### config.mk
export PLATFORM = sky130hd
export DESIGN_NAME = positional_char_list_top
export DESIGN_NICKNAME = d
export VERILOG_FILES = /design/src/hdl/plc_pkg.sv /design/src/hdl/plc_ram.sv /design/src/hdl/positional_char_list_top.sv
export SDC_FILE = /design/constraint.sdc
export NUM_CORES = 1
export LEC_CHECK = 0
export ABC_AREA = 1
export BUFFER_PORTS_ARGS = -buffer_cell sky130_fd_sc_hd__buf_2
export CORE_ASPECT_RATIO = 0.8
export CORE_MARGIN = 5
export CORE_UTILIZATION = 40
export DETAILED_ROUTE_END_ITERATION = 12
export PLACE_DENSITY = 0.54
export SLEW_MARGIN = 0
export SYNTH_ARGS = -nofsm -noshare
export SYNTH_HDL_FRONTEND = slang
export SYNTH_HIERARCHICAL = 1
export SYNTH_SLANG_ARGS = --single-unit
### constraint.sdc
create_clock -name clk -period 4.7 [get_ports clk]
set_input_delay 0.705 -clock clk [delete_from_list [all_inputs] [get_ports clk]]
set_output_delay 0.705 -clock clk [all_outputs]
set_load 0.05 [all_outputs]
### src/hdl/plc_pkg.sv
// shared types and constants for the positional character list
`timescale 1ns / 1ps

package plc_pkg;

    localparam int CAPACITY = 64;
    localparam int ADDR_W   = $clog2(CAPACITY);
    localparam int CNT_W    = 7;
    localparam int CHAR_W   = 8;

    localparam logic [1:0] OP_INSERT = 2'd0;
    localparam logic [1:0] OP_DELETE = 2'd1;
    localparam logic [1:0] OP_READ   = 2'd2;

    localparam logic [1:0] STAT_OK      = 2'd0;
    localparam logic [1:0] STAT_INVALID = 2'd1;
    localparam logic [1:0] STAT_FULL    = 2'd2;

    typedef enum logic [1:0] {
        S_IDLE,
        S_SHIFT,
        S_READ
    } state_t;

    typedef struct packed {
        logic [1:0]        operation;
        logic [CNT_W-1:0]  position;
        logic [CHAR_W-1:0] character;
    } req_t;

    typedef struct packed {
        logic [1:0]        status;
        logic [CHAR_W-1:0] read_character;
        logic [CNT_W-1:0]  list_length;
    } rsp_t;

endpackage

### src/hdl/plc_ram.sv
// generic simple dual-port ram with registered read
`timescale 1ns / 1ps

module plc_ram #(
    parameter int WIDTH = 8,
    parameter int DEPTH = 64
) (
    input  logic                     clk,
    input  logic                     we,
    input  logic [$clog2(DEPTH)-1:0] waddr,
    input  logic [WIDTH-1:0]         wdata,
    input  logic                     re,
    input  logic [$clog2(DEPTH)-1:0] raddr,
    output logic [WIDTH-1:0]         rdata
);

    logic [WIDTH-1:0] mem [DEPTH];
    logic [WIDTH-1:0] rdata_reg;

    always_ff @(posedge clk)
    begin
        if (we)
        begin
            mem[waddr] <= wdata;
        end
        if (re)
        begin
            rdata_reg <= mem[raddr];
        end
    end

    assign rdata = rdata_reg;

endmodule

### src/hdl/positional_char_list_top.sv
// top level of the positional character list: control, length register and list memory
// sequence: an invalid position or a full list is answered straight from idle; a read
//   goes through S_READ; an insert or delete moves the entries behind the position in S_SHIFT
// requests: one at a time, busy while not idle; every moved entry passes through the
//   single read and single write port of the list memory
// reset: length cleared, controller idle; memory contents undefined until written
// results appear for one cycle on done and cannot be stalled
`timescale 1ns / 1ps

module positional_char_list_top (
    input  logic          clk,
    input  logic          rst_n,
    input  logic          start,
    output logic          busy,
    input  plc_pkg::req_t request,
    output logic          done,
    output plc_pkg::rsp_t result
);

    localparam int ADDR_W = plc_pkg::ADDR_W;
    localparam int CNT_W  = plc_pkg::CNT_W;
    localparam int CHAR_W = plc_pkg::CHAR_W;
    localparam logic [CNT_W-1:0] CAP = CNT_W'(plc_pkg::CAPACITY);

    plc_pkg::state_t state_reg, state_next;
    logic [CNT_W-1:0]  count_reg, count_next;
    logic [CNT_W-1:0]  left_reg, left_next;
    logic [ADDR_W-1:0] src_reg, src_next;
    logic [ADDR_W-1:0] dst_reg, dst_next;
    logic [ADDR_W-1:0] at_reg, at_next;
    logic [CHAR_W-1:0] ch_reg, ch_next;
    logic              ins_reg, ins_next;
    logic              pend_reg, pend_next;
    logic              done_reg, done_next;
    plc_pkg::rsp_t     result_reg, result_next;

    logic              ram_we;
    logic [ADDR_W-1:0] ram_waddr;
    logic [CHAR_W-1:0] ram_wdata;
    logic              ram_re;
    logic [ADDR_W-1:0] ram_raddr;
    logic [CHAR_W-1:0] ram_rdata;

    logic [CNT_W:0]    pos_ext;
    logic [CNT_W:0]    cnt_plus;
    logic              ins_ok;
    logic              rd_ok;
    logic [CNT_W-1:0]  at_full;

    plc_ram #(
        .WIDTH(CHAR_W),
        .DEPTH(plc_pkg::CAPACITY)
    ) u_ram (
        .clk   (clk),
        .we    (ram_we),
        .waddr (ram_waddr),
        .wdata (ram_wdata),
        .re    (ram_re),
        .raddr (ram_raddr),
        .rdata (ram_rdata)
    );

    // position checks
    assign pos_ext  = {1'b0, request.position};
    assign cnt_plus = {1'b0, count_reg} + (CNT_W+1)'(1);
    assign ins_ok   = (request.position != '0) && (pos_ext <= cnt_plus);
    assign rd_ok    = (request.position != '0) && (request.position <= count_reg);
    assign at_full  = request.position - CNT_W'(1);

    always_ff @(posedge clk or negedge rst_n)
    begin
        if (!rst_n)
        begin
            state_reg <= plc_pkg::S_IDLE;
            count_reg <= '0;
            pend_reg  <= 1'b0;
            done_reg  <= 1'b0;
        end
        else
        begin
            state_reg <= state_next;
            count_reg <= count_next;
            pend_reg  <= pend_next;
            done_reg  <= done_next;
        end
    end

    always_ff @(posedge clk)
    begin
        left_reg   <= left_next;
        src_reg    <= src_next;
        dst_reg    <= dst_next;
        at_reg     <= at_next;
        ch_reg     <= ch_next;
        ins_reg    <= ins_next;
        result_reg <= result_next;
    end

    always_comb
    begin
        state_next  = state_reg;
        count_next  = count_reg;
        left_next   = left_reg;
        src_next    = src_reg;
        dst_next    = dst_reg;
        at_next     = at_reg;
        ch_next     = ch_reg;
        ins_next    = ins_reg;
        pend_next   = 1'b0;
        done_next   = 1'b0;
        result_next = result_reg;
        ram_we      = 1'b0;
        ram_waddr   = dst_reg;
        ram_wdata   = ram_rdata;
        ram_re      = 1'b0;
        ram_raddr   = src_reg;

        case (state_reg)
            plc_pkg::S_IDLE:
            begin
                if (start)
                begin
                    done_next                  = 1'b1;
                    result_next.status         = plc_pkg::STAT_INVALID;
                    result_next.read_character = '0;
                    result_next.list_length    = count_reg;
                    at_next                    = at_full[ADDR_W-1:0];
                    ch_next                    = request.character;
                    case (request.operation)
                        plc_pkg::OP_INSERT:
                        begin
                            if (ins_ok)
                            begin
                                if (count_reg == CAP)
                                begin
                                    result_next.status = plc_pkg::STAT_FULL;
                                end
                                else
                                begin
                                    done_next  = 1'b0;
                                    ins_next   = 1'b1;
                                    src_next   = ADDR_W'(count_reg - CNT_W'(1));
                                    left_next  = count_reg - at_full;
                                    state_next = plc_pkg::S_SHIFT;
                                end
                            end
                        end
                        plc_pkg::OP_DELETE:
                        begin
                            if (rd_ok)
                            begin
                                done_next  = 1'b0;
                                ins_next   = 1'b0;
                                src_next   = request.position[ADDR_W-1:0];
                                left_next  = count_reg - request.position;
                                state_next = plc_pkg::S_SHIFT;
                            end
                        end
                        plc_pkg::OP_READ:
                        begin
                            if (rd_ok)
                            begin
                                done_next  = 1'b0;
                                ram_re     = 1'b1;
                                ram_raddr  = at_full[ADDR_W-1:0];
                                state_next = plc_pkg::S_READ;
                            end
                        end
                        default:
                        begin
                            done_next = 1'b1;
                        end
                    endcase
                end
            end

            plc_pkg::S_SHIFT:
            begin
                // issue the next move read while the previous one is written back
                if (left_reg != '0)
                begin
                    ram_re    = 1'b1;
                    ram_raddr = src_reg;
                    pend_next = 1'b1;
                    left_next = left_reg - CNT_W'(1);
                    if (ins_reg)
                    begin
                        dst_next = src_reg + ADDR_W'(1);
                        src_next = src_reg - ADDR_W'(1);
                    end
                    else
                    begin
                        dst_next = src_reg - ADDR_W'(1);
                        src_next = src_reg + ADDR_W'(1);
                    end
                end
                if (pend_reg)
                begin
                    ram_we    = 1'b1;
                    ram_waddr = dst_reg;
                    ram_wdata = ram_rdata;
                end
                if ((left_reg == '0) && !pend_reg)
                begin
                    if (ins_reg)
                    begin
                        ram_we     = 1'b1;
                        ram_waddr  = at_reg;
                        ram_wdata  = ch_reg;
                        count_next = count_reg + CNT_W'(1);
                    end
                    else
                    begin
                        count_next = count_reg - CNT_W'(1);
                    end
                    done_next                  = 1'b1;
                    result_next.status         = plc_pkg::STAT_OK;
                    result_next.read_character = '0;
                    result_next.list_length    = count_next;
                    state_next                 = plc_pkg::S_IDLE;
                end
            end

            plc_pkg::S_READ:
            begin
                done_next                  = 1'b1;
                result_next.status         = plc_pkg::STAT_OK;
                result_next.read_character = ram_rdata;
                result_next.list_length    = count_reg;
                state_next                 = plc_pkg::S_IDLE;
            end

            default:
            begin
                state_next = plc_pkg::S_IDLE;
            end
        endcase
    end

    assign busy   = (state_reg != plc_pkg::S_IDLE);
    assign done   = done_reg;
    assign result = result_reg;

    a_count_bound: assert property (@(posedge clk) disable iff (!rst_n)
        count_reg <= CAP)
        else $error("list length above capacity");

    a_no_idle_write: assert property (@(posedge clk) disable iff (!rst_n)
        !(ram_we && (state_reg == plc_pkg::S_IDLE)))
        else $error("memory write while idle");

    a_count_with_done: assert property (@(posedge clk) disable iff (!rst_n)
        !$stable(count_reg) |-> done_reg)
        else $error("length changed without a result");

    a_full_length: assert property (@(posedge clk) disable iff (!rst_n)
        (done_reg && (result_reg.status == plc_pkg::STAT_FULL))
        |-> (result_reg.list_length == CAP))
        else $error("full reported below capacity");

    a_pend_in_shift: assert property (@(posedge clk) disable iff (!rst_n)
        pend_reg |-> (state_reg == plc_pkg::S_SHIFT))
        else $error("pending move outside shift");

endmodule
==> results of run 1 <==
[worst register-to-register path: stages (launching register included)]
cell,delay [ns]
dfrtp_1,0.42
inv_1,0.29
ha_1,0.35
nor3_1,0.23
nand2_1,0.07
nand3_1,0.15
nand2_1,0.13
inv_1,0.09
nand3_1,0.23
o21ai_4,0.31
buf_12,0.23
buf_4,0.54
nand2_1,0.17
nand3_1,0.15
nand3_1,0.16
nand2_1,0.12
nand2_1,0.07
nand3_1,0.10
nand3_1,0.15
nand2_1,0.12
[layout make-up]
class                      count  area, um^2
fill                        5949       35300
sequential                   582       17400
multi-input combinational   1524        7250
clock buffer                  73        1510
tap                          850        1060
timing repair buffer         128         993
inverter                      81         312
clock inverter                34         246
[power by group]
part | leakage, nW | switching (W) | total (W) | internal, W
registers | 5.32 | 0.000167 | 0.00698 | 0.00681
logic | 4.69 | 0.00455 | 0.00603 | 0.00149
clock network | 0.848 | 0.00198 | 0.00436 | 0.00238
total | 10.9 | 0.00669 | 0.0174 | 0.0107
[placed cells by master (no fill, tap or decap), types with 11 or more instances in the layout]
| master | netlist | final |
|---|---|---|
| dfrtp_1 | 11 | 11 |
| ha_1 | 35 | 35 |
| o21ai_0 | 32 | 32 |
| buf_2 | 48 | 38 |
| buf_4 | 14 | 79 |
| inv_1 | 77 | 76 |
| nand3_1 | 463 | 463 |
| nand2_1 | 768 | 768 |
| a21oi_1 | 26 | 26 |
| nor2_1 | 85 | 85 |
| clkbuf_16 | 0 | 58 |
| clkinv_1 | 1 | 22 |
| xor2_1 | 22 | 22 |
| edfxtp_1 | 571 | 571 |
| nand4_1 | 13 | 13 |
| clkbuf_1 | 22 | 15 |
[path summary, 6_finish.rpt]
path / from / to / slack (ns) / depth (start not counted)
max: count_reg[0] / u_ram/rdata[1] / 0.51 / 19
min: request[5] / ch_reg[5] / 0.24 / 1
max reg2reg: count_reg[0] / u_ram/rdata[1] / 0.51 / 19
min reg2reg: count_reg[0] / count_reg[0] / 0.53 / 1
max in group asynchronous: rst_n / state_reg[0] / 3.94 / 2
min in group asynchronous: rst_n / count_reg[1] / 0.51 / 2
[per-layer routing]
metal | share of wire [%] | up-vias | global-route usage [%]
met4 | 1.7 | 0 | 4.08
met5 | 0 | - | 0
met3 | 7.3 | 83 | 3.78
met1 | 47 | 8687 | 29.5
met2 | 44 | 561 | 28.8
li1 | - | 8182 | -
[cell families (layout without fill, tap and decap cells)]
group / after synthesis / count (layout) / synth area share [%]
simple gates: 1355 / 1355 / 22.4
xor+xnor: 29 / 29 / 0.984
fa+ha+maj: 37 / 37 / 1.85
compound gates: 89 / 89 / 1.85
flops: 582 / 582 / 67.5
mux: 14 / 14 / 0.756
buf+inv: 212 / 316 / 4.67
[repair_timing]
action,in CTS,in global routing
endpoints found under the hold margin,11,0
hold buffers,1,0
gates resized for setup,0,0
[through the flow]
stage / instance area (um^2) / util (%) / setup WS, ns
floorplan: 25800 / - / 1.46
global placement: 27000 / 42.2 / 0.314
detailed placement: 27000 / 42.2 / 0.295
CTS: 28800 / 44.9 / 0.608
global route: 28800 / 44.9 / 0.280
finish: 28800 / 44.9 / 0.508
==> results.sh, run 1 <==
export IMPL_path_buf_inv=4
export IMPL_yosys_top_cells_count="nand2_1 (768), edfxtp_1 (571), nand3_1 (463)"
export IMPL_synthArstFlopShare_pct=1.89
export IMPL_tns_ns=0
export IMPL_setup_viol=0
export IMPL_hp_class="input port to flip-flop"
export IMPL_skew_ns=0.0315
export IMPL_yosysSeqAreaShare_pct=67.5
export IMPL_core_area_um2=64100
export IMPL_die_width_um=294
export IMPL_drtIter0Drc=1865
export IMPL_power_density_nw_per_um2=603
export IMPL_synth_main_ff_cell="edfxtp_1"
export IMPL_grt_use_total_pct=19.3
export IMPL_cts_tree="yes"
export IMPL_first_pass_iters=7
export IMPL_place_inst=3164
export IMPL_pin_count=39
export IMPL_grt_max_degree=129
export IMPL_ctsHtreeMaxLevel=2
export IMPL_dieHeight_um=237
export IMPL_die_area_um2=69800
export IMPL_postSynthCellCount=2318
export IMPL_vias=17500
export IMPL_antenna_found_initial=0
export IMPL_yosysUniqueCellTypes=42
export IMPL_grt_remaining_overflow=0
export IMPL_largest_reg_flops=512
export IMPL_instances_no_fill=3272
export IMPL_slowest_stage="buf_4"
export IMPL_final_min_clock_period_ns=4.19
export IMPL_insertion_delay_ns=0.64
export IMPL_relSlewSlack_pct=15.0
export IMPL_critPathArrivalTime_ns=4.70
export IMPL_diodes=0
export IMPL_final_antenna_net_count=0
export IMPL_timing_final_hold_violations=0
export IMPL_synth_avg_cell_area_um2=11.1
export IMPL_cp_top_family="simple AND/OR/NAND/NOR gates"
export IMPL_fmax_ghz=0.239
export IMPL_cp_start_kind="flip-flop"
export IMPL_cts_max_path_buffers=3
export IMPL_cts_root_buffer="clkbuf_16"
export IMPL_slowest_delay_ns=0.53
export IMPL_rsz0062_at_grt="no"
export IMPL_critPathMaxFanout=55
export IMPL_worstSetupEndpointType="flip-flop"
export IMPL_synth_edf_count=571
export IMPL_critPathKind="flip-flop to flip-flop"
export IMPL_viasPerCell=5.35
export IMPL_netlist_area_um2=25800
export IMPL_gp_congestion=0.892
export IMPL_routed_wl_um=68800
export IMPL_initial_core_util_pct=40.3
export IMPL_cp_required_ns=5.20
export IMPL_p_total_w=0.0174
export IMPL_path_cells="inv_1, ha_1, nor3_1, nand2_1, nand3_1, nand2_1, inv_1, nand3_1, o21ai_4, buf_12, buf_4, nand2_1, nand3_1, nand3_1, nand2_1, nand2_1, nand3_1, nand3_1, nand2_1"
export IMPL_fin_hold_ws_ns=0.240
export IMPL_ys_warn_count=6
export IMPL_maxCapViolations=0
export IMPL_cts_sinks=582
export IMPL_synth_nets=2375
export IMPL_grt_pass1_wl_um=105000
export IMPL_layout_drive_gt1_share_pct=9.58
export IMPL_synth_top_area_share_pct=66.4
export IMPL_place_hpwl_um=42200
export IMPL_status="finished clean"
export IMPL_synthTopCellsByArea="edfxtp_1 (66%), nand2_1 (11%), nand3_1 (9.0%)"
export IMPL_final_nets=2431
export IMPL_portBuffers=38
export IMPL_drcViolationCount=0
export IMPL_ys_seq_elements=582
export IMPL_yosys_area_top_type="edfxtp_1"
export IMPL_peakVddDrop_mv=0.283
export IMPL_cts_setup_buffers=0
export IMPL_syn2layout_area_growth_pct=11.5
export IMPL_clkTransAtPathRegs_ns=0.07
export IMPL_first_global_vias=16600
export IMPL_cts_buffers=57
export IMPL_routedWlPerCell_um=21.0
export IMPL_power_leakage_nw=10.9
export IMPL_period_share_pct=89.2
export IMPL_worst_pin_slew_ns=1.27
export IMPL_maxSlewViolCount=0
export IMPL_yosysMostFrequentCell="nand2_1"
export IMPL_rows=83
No activity file was read; power rests on OpenSTA's default activity.
==> run 2, diff against run 1 <==
--- a/config.mk
+++ b/config.mk
@@ -10,6 +10,7 @@
 export CORE_ASPECT_RATIO = 0.8
 export CORE_MARGIN = 5
 export CORE_UTILIZATION = 40
+export CTS_BUF_LIST = sky130_fd_sc_hd__clkbuf_4 sky130_fd_sc_hd__clkbuf_8 sky130_fd_sc_hd__clkbuf_16
 export DETAILED_ROUTE_END_ITERATION = 12
 export PLACE_DENSITY = 0.54
 export SLEW_MARGIN = 0
==> results.sh, run 2 (synthesis gave the netlist of run 1 again) <==
export IMPL_status="finished clean"
export IMPL_setup_viol=0
export IMPL_p_total_w=0.0175
export IMPL_antenna_found_initial=0
export IMPL_gp_congestion=0.892
export IMPL_largest_reg_flops=512
export IMPL_routed_wl_um=68800
export IMPL_critPathKind="flip-flop to flip-flop"
export IMPL_ctsHtreeMaxLevel=2
export IMPL_initial_core_util_pct=40.3
export IMPL_sw_frac_of_total_pct=38.3
export IMPL_period_share_pct=89.3
export IMPL_cts_sinks=582
export IMPL_cts_tree="yes"
export IMPL_final_antenna_net_count=0
export IMPL_cts_setup_buffers=0
export IMPL_cts_root_buffer="clkbuf_16"
export IMPL_skew_ns=0.0287
export IMPL_final_cell_mix="nand2_1 (768), edfxtp_1 (571), nand3_1 (463)"
export IMPL_first_global_vias=16600
export IMPL_final_util_pct=45.0
export IMPL_fmax_ghz=0.238
export IMPL_cts_max_path_buffers=3
export IMPL_insertion_delay_ns=0.64
export IMPL_portBuffers=38
export IMPL_fin_hold_ws_ns=0.241
export IMPL_first_pass_iters=5
export IMPL_rows=83
export IMPL_cp_required_ns=5.20
export IMPL_critPathArrivalTime_ns=4.70
export IMPL_p_sw_w=0.00669
export IMPL_cp_start_kind="flip-flop"
export IMPL_hp_class="input port to flip-flop"
export IMPL_final_min_clock_period_ns=4.20
export IMPL_p_int_w=0.0108
export IMPL_fin_area_um2=28900
export IMPL_peakVddDrop_mv=0.282
export IMPL_grt_max_degree=129
export IMPL_critPathMaxFanout=55
export IMPL_clkTransAtPathRegs_ns=0.07
export IMPL_maxSlewViolCount=0
export IMPL_layout_drive_gt1_share_pct=10.2
export IMPL_worstSetupEndpointType="flip-flop"
export IMPL_worst_pin_slew_ns=1.23
export IMPL_power_leakage_nw=10.9
export IMPL_syn2layout_area_growth_pct=11.7
export IMPL_relSlewSlack_pct=17.6
export IMPL_routedWlPerCell_um=21.0
export IMPL_diodes=0
export IMPL_mostFrequentLayoutCell="nand2_1"
export IMPL_grt_use_total_pct=19.3
export IMPL_grt_remaining_overflow=0
export IMPL_dieHeight_um=237
export IMPL_maxCapViolations=0
export IMPL_pwr_share_clk_pct=25.5
export IMPL_pwr_share_comb_pct=34.5
export IMPL_seq_power_share_pct=40.0
export IMPL_drcViolationCount=0
export IMPL_place_hpwl_um=42200
export IMPL_n_fill_cell=5940
export IMPL_tns_ns=0
export IMPL_pin_count=39
export IMPL_vias=17500
export IMPL_die_width_um=294
export IMPL_grt_pass1_wl_um=105000
export IMPL_core_area_um2=64100
export IMPL_final_nets=2431
export IMPL_viasPerCell=5.36
export IMPL_power_density_nw_per_um2=605
export IMPL_die_area_um2=69800
export IMPL_drtIter0Drc=1842
export IMPL_rsz0062_at_grt="no"
export IMPL_timing_final_hold_violations=0
export IMPL_place_area_um2=27000
export IMPL_cts_buffers=57
==> run 2: critical path, cell delays in order, from the launching register on <==
cell and delay, ns:
dfrtp_1 0.42, inv_1 0.30, ha_1 0.34, nor3_1 0.23, nand2_1 0.07, nand3_1 0.15
nand2_1 0.12, inv_1 0.09, nand3_1 0.23, o21ai_4 0.30, buf_12 0.24, buf_4 0.53
nand2_1 0.11, nand3_1 0.16, nand3_1 0.09, nand2_1 0.10, nand2_1 0.06, nand3_1 0.17
nand3_1 0.18, nand2_1 0.11
==> run 2: cell type report <==
class	instances	area [um^2]	area share (%)
well taps	850	1060	3.69
inverters	81	312	1.08
repair buffers	128	993	3.44
multi-input cells	1524	7250	25.1
flip-flops and latches	582	17400	60.4
clock buffers	73	1560	5.42
clock inverters	34	246	0.854
==> run 2: repair_timing <==
item / in CTS / in global routing
hold endpoints to repair: 11 / 0
hold buffers: 1 / 0
gates resized for setup: 0 / 0
==> run 2: through the flow <==
step           std cells  worst slack [ns]
2_1_floorplan       2318              1.46
3_3_place_gp        3164             0.314
3_5_place_dp        3164             0.295
4_1_cts             3272             0.608
5_1_grt             3272             0.280
6_report            3272             0.503
==> run 2: layer usage <==
layer / part of all wire, % / track usage (%) / up-vias
met5: 0 / 0 / -
met4: 1.8 / 4.10 / 0
met3: 7.5 / 3.90 / 89
met2: 44 / 28.9 / 606
met1: 47 / 29.4 / 8656
li1: - / - / 8176
==> run 2: path summary, 6_finish.rpt <==
kind | start | endpoint | slack (ns) | depth (start not counted)
max reg2reg | count_reg[0] | u_ram/rdata[4] | 0.50 | 19
min | request[5] | ch_reg[5] | 0.24 | 1
max | count_reg[0] | u_ram/rdata[4] | 0.50 | 19
min reg2reg | count_reg[0] | count_reg[0] | 0.53 | 1
max in group asynchronous | rst_n | done | 3.94 | 2
min in group asynchronous | rst_n | count_reg[1] | 0.51 | 2
==> run 2: power by group through the flow <==
stage	sequential [W]	clock, W	combinational, W
2_1_floorplan	0.00729	0	0.00373
3_3_place_gp	0.00709	0	0.00596
3_5_place_dp	0.00709	0	0.00602
4_1_cts	0.00698	0.00453	0.00603
5_1_grt	0.00701	0.00478	0.00658
6_report	0.00698	0.00444	0.00603
